$ cat config.mk
export PLATFORM = sky130hd
export DESIGN_NAME = skt_cell
export DESIGN_NICKNAME = d
export VERILOG_FILES = /design/src/hw/rtl/skt_pkg.sv /design/src/hw/rtl/skt_cell.sv
export SDC_FILE = /design/constraint.sdc
export NUM_CORES = 1
export LEC_CHECK = 0
export BUFFER_PORTS_ARGS = -buffer_cell sky130_fd_sc_hd__buf_4
export CORE_AREA = 2 2 121 123
export CTS_CLUSTER_DIAMETER = 100
export DETAILED_ROUTE_END_ITERATION = 8
export DIE_AREA = 0 0 123 125
export GPL_TIMING_DRIVEN = 0
export HOLD_SLACK_MARGIN = 0.06
export PLACE_DENSITY = 0.61
export SLEW_MARGIN = 20
export SYNTH_ARGS = -nofsm -noshare
export SYNTH_HDL_FRONTEND = slang
export SYNTH_SLANG_ARGS = --single-unit
export TNS_END_PERCENT = 30
$ cat constraint.sdc
create_clock -name clk -period 7.83 [get_ports clk]
set_input_delay 1.1745 -clock clk [delete_from_list [all_inputs] [get_ports clk]]
set_output_delay 1.1745 -clock clk [all_outputs]
set_load 0.05 [all_outputs]
$ cat src/hw/rtl/skt_pkg.sv
// Shared types and codes for the sorted key table.
`default_nettype none

package skt_pkg;

  // Request codes on the action field
  localparam logic [1:0] ACT_INSERT = 2'd0;
  localparam logic [1:0] ACT_DELETE = 2'd1;
  localparam logic [1:0] ACT_REKEY  = 2'd2;

  // Result status codes
  localparam logic [1:0] ST_DONE    = 2'd0;
  localparam logic [1:0] ST_FULL    = 2'd1;
  localparam logic [1:0] ST_EMPTY   = 2'd2;
  localparam logic [1:0] ST_MISSING = 2'd3;

  // Operation broadcast to every cell of the row
  localparam logic [1:0] OP_NOP = 2'd0;
  localparam logic [1:0] OP_INS = 2'd1;
  localparam logic [1:0] OP_DEL = 2'd2;

  typedef struct packed {
    logic [1:0]         op;
    logic signed [31:0] key;
    logic [31:0]        payload;
  } cell_ctl_t;

  // What a cell shows to its neighbors and to the row controller
  typedef struct packed {
    logic               valid;
    logic               gt;     // holds a key greater than the broadcast key
    logic               match;  // holds a key equal to the broadcast key
    logic signed [31:0] key;
    logic [31:0]        payload;
  } cell_view_t;

endpackage

`default_nettype wire

$ cat src/hw/rtl/skt_cell.sv
// One slot of the sorted row: holds a key and payload, shifts left or right.
`default_nettype none

module skt_cell #(
  parameter int INDEX = 0,
  parameter int CNT_W = 7
) (
  input  wire logic                clk,
  input  wire skt_pkg::cell_ctl_t  ctl,
  input  wire logic                found,
  input  wire logic [CNT_W-1:0]    count,
  input  wire skt_pkg::cell_view_t left,
  input  wire skt_pkg::cell_view_t right,
  output skt_pkg::cell_view_t      view,
  output logic [31:0]              hit_pay
);
  import skt_pkg::*;

  logic signed [31:0] key;
  logic [31:0]        pay;
  logic               valid;

  // Slots below the record count hold live records
  assign valid = count > CNT_W'(INDEX);

  assign view.valid   = valid;
  assign view.gt      = valid && (key > ctl.key);
  assign view.match   = valid && (key == ctl.key);
  assign view.key     = key;
  assign view.payload = pay;

  // Keys are sorted, so the first match is the one whose left neighbor misses
  assign hit_pay = (view.match && !left.match) ? pay : '0;

  // Insert: greater keys take the left neighbor, the landing slot takes the new record.
  // Delete: every slot from the first match upward takes its right neighbor.
  always_ff @(posedge clk) begin
    case (ctl.op)
      OP_INS: begin
        if (left.gt) begin
          key <= left.key;
          pay <= left.payload;
        end else if (view.gt || !valid) begin
          key <= ctl.key;
          pay <= ctl.payload;
        end
      end
      OP_DEL: begin
        if (found && valid && (key >= ctl.key)) begin
          key <= right.key;
          pay <= right.payload;
        end
      end
      default: begin
      end
    endcase
  end

endmodule

`default_nettype wire

==> flow_summary.ini <==
[run_status]
status = finished clean

[yosys]
synthCells = 444
async_flop_share = 0
synth-edff-count = 64
yosys_most_used_dff = edfxtp_1
synth_seq_cells = 64
yosysSeqAreaShare = 0.4434
synth.largest_area_cell = edfxtp_1
synth_top_area_frac = 0.4434
synthTopCellsByArea = edfxtp_1 44%, mux2i_1 15%, ha_1 9.2%, o21ai_0 8.1%, nand2_1 6.3%
syn_avg_cell_area_um2 = 9.762
ys_types = 30
syn_nets = 685
netlist_area_mm2 = 0.004334
yosys_warnings = 0

[worst_setup_path]
reg2reg_to = pay[21]$_DFFE_PP_
crit_slowest_cell = nor4_1
crit_top_cell = buf_4
max_stage_delay_ns = 0.64
r2r_cells = 9
critPathMaxFanout = 10
critPathLaunchType = input port
cp_cell_sequence = buf_4 -> inv_1 -> ha_1 -> nand4_1 -> nor4_1 -> nand3_1 -> nor2_2 -> clkbuf_2 -> and2_1 -> buf_4
worstSetupEndpointType = output pin
arrival_ns = 3.56
crit_required_ns = 6.66
r2r_slack_ns = 4.36
crit_type = in2out
timing.rr.start = key[14]$_DFFE_PP_

[floorplan]
dieWidth_um = 123
dieArea_mm2 = 0.01538
start_util = 0.3051
die_h_um = 125
core_mm2 = 0.01420
rows = 44
io_pins = 308

[cells_and_area]
fillerInstances = 1362
stdcell_count = 950
seq_area_mm2 = 0.001922
layout_common_cells = 304 x buf_4, 73 x nand2_1, 70 x o21ai_0
nets = 1002
final_util = 0.5084
finalInstanceArea_mm2 = 0.007221
drive_gt1_frac = 0.4321
multi_input_area_mm2 = 0.002195
layout_commonest_cell = buf_4
n_antenna_cell = 0
syn_to_final_growth_pct = 66.60

[timing]
tightest_slew_ns = 0.7662
skew_ns = 0.007675
setup_violations = 0
rsz0062_at_grt = no
maxSlewHeadroom = 0.4892
drv_slew = 0
setup_slack_ns = 3.098
final_hold_viol_count = 0
post-route-min-period_ns = 4.732
setup_tns_ns = 0
fmax_mhz = 211.3
period_share = 0.6043
whs_ns = 1.122

[global_routing]
grt_pass1_wl_um = 23430
grtUsageTotal = 0.1974
grtUsageMet2 = 0.3529
global_route.usage.met1 = 0.2308
busiest_layer = met2
grt_overflow_total = 0
grt_pass1_vias = 4628
grt_start_max_net_pins = 22
antenna_found_initial = 0
use_met3 = 0.04334

[routing]
antenna_left = 0
first_iter_violations = 160
dr.pass1.iters = 5
route.detailed.drc = 0
vias_per_cell = 4.718
wire_per_inst_um = 16.64
dr_total_vias = 4482
wirelength_um = 15810

[placed_design]
numPortBuffers = 303
placed_area_mm2 = 0.006940
dp.cells = 934
hpwl_um = 13120
routabilityCongestion = 0.8284
pre_cts_ws_ns = 3.119

[cts]
clkLatencyLatePin_ns = 0.32
cts_resized = 0
clockBufferDepth = 2
cts.sinks = 64
clkTransAtPathRegs_ns = 0.06
post_cts_buffers = 0
cts_tree = done
cts_buffers = 9
h-tree-depth = 3
cts_root_buffer = clkbuf_16
ctsHoldBuffers = 0

[power_and_ir_drop]
vdd_ir_drop_max_mv = 0.07180
power_mw = 1.173
p_per_area_mw_per_mm2 = 162.4
power_leakage_nw = 3.492

[worst_hold_path]
hold_depth = 3
holdPathEnd = key[5]$_DFFE_PP_
min_path_type = in2reg
hold_path.startpoint = right[37]

[run]
cap_violations = 0
-- cell type report --
type / instances / share of cell area
flip-flops and latches: 64 / 0.2662
well taps: 184 / 0.03188
clock buffers: 11 / 0.03223
multi-input cells: 321 / 0.3039
repair buffers: 306 / 0.3265
clock inverters: 5 / 0.006585
inverters: 34 / 0.01767
plain buffers: 25 / 0.01508
-- registers in the layout, indices dropped and copies added (netlist names) --
register,flops
pay,32
key,32
-- how the worst max path moves through the flow --
stage | to | from | depth (start not counted) | slack (ns)
floorplan | key[0]$_DFFE_PP_ | ctl[46] | 8 | 1.22
global placement | pay[29]$_DFFE_PP_ | ctl[46] | 9 | -0.74
global route | hit_pay[12] | ctl[46] | 10 | 2.90
finish | hit_pay[21] | ctl[46] | 10 | 3.10
CTS | hit_pay[21] | ctl[46] | 10 | 3.12
detailed placement | hit_pay[21] | ctl[46] | 10 | 3.12
-- per-layer routing --
layer,wire length [um],up-vias
met5,0,-
met4,340,0
met3,1160,22
met2,7957,190
met1,6347,2053
li1,-,2217
-- power breakdown --
part           total, mW  switching [mW]  internal [mW]
logic              0.352           0.200          0.152
clock network      0.390           0.146          0.243
registers          0.431          0.0145          0.416
-- synth_stat cells, types with 2 or more instances --
library cell and instances:
o21ai_0 70, nand3_1 4, a221oi_1 2, a21o_1 2, inv_1 34, nand2b_1 2, nor3_1 2, a21oi_1 13
a31oi_1 2, nand2_1 73, nor2b_1 4, nor4_1 3, clkbuf_2 3, nand4_1 8, and2_1 32, edfxtp_1 64
ha_1 32, clkbuf_1 14, buf_2 6, mux2i_1 64
-- worst max-delay path: cells and delay by family --
kind          cells  cell delay, ns
simple gates      5            1.50
buf+inv           4            0.58
fa+ha+maj         1            0.30
-- kinds of logic after synthesis --
kind of cell / Yosys count / share of synthesized area
flops: 64 / 0.4434
mux: 64 / 0.1478
compound gates: 94 / 0.1172
simple gates: 131 / 0.1446
buf+inv: 59 / 0.05456
fa+ha+maj: 32 / 0.09238
Power figures use the tool's default switching activity.
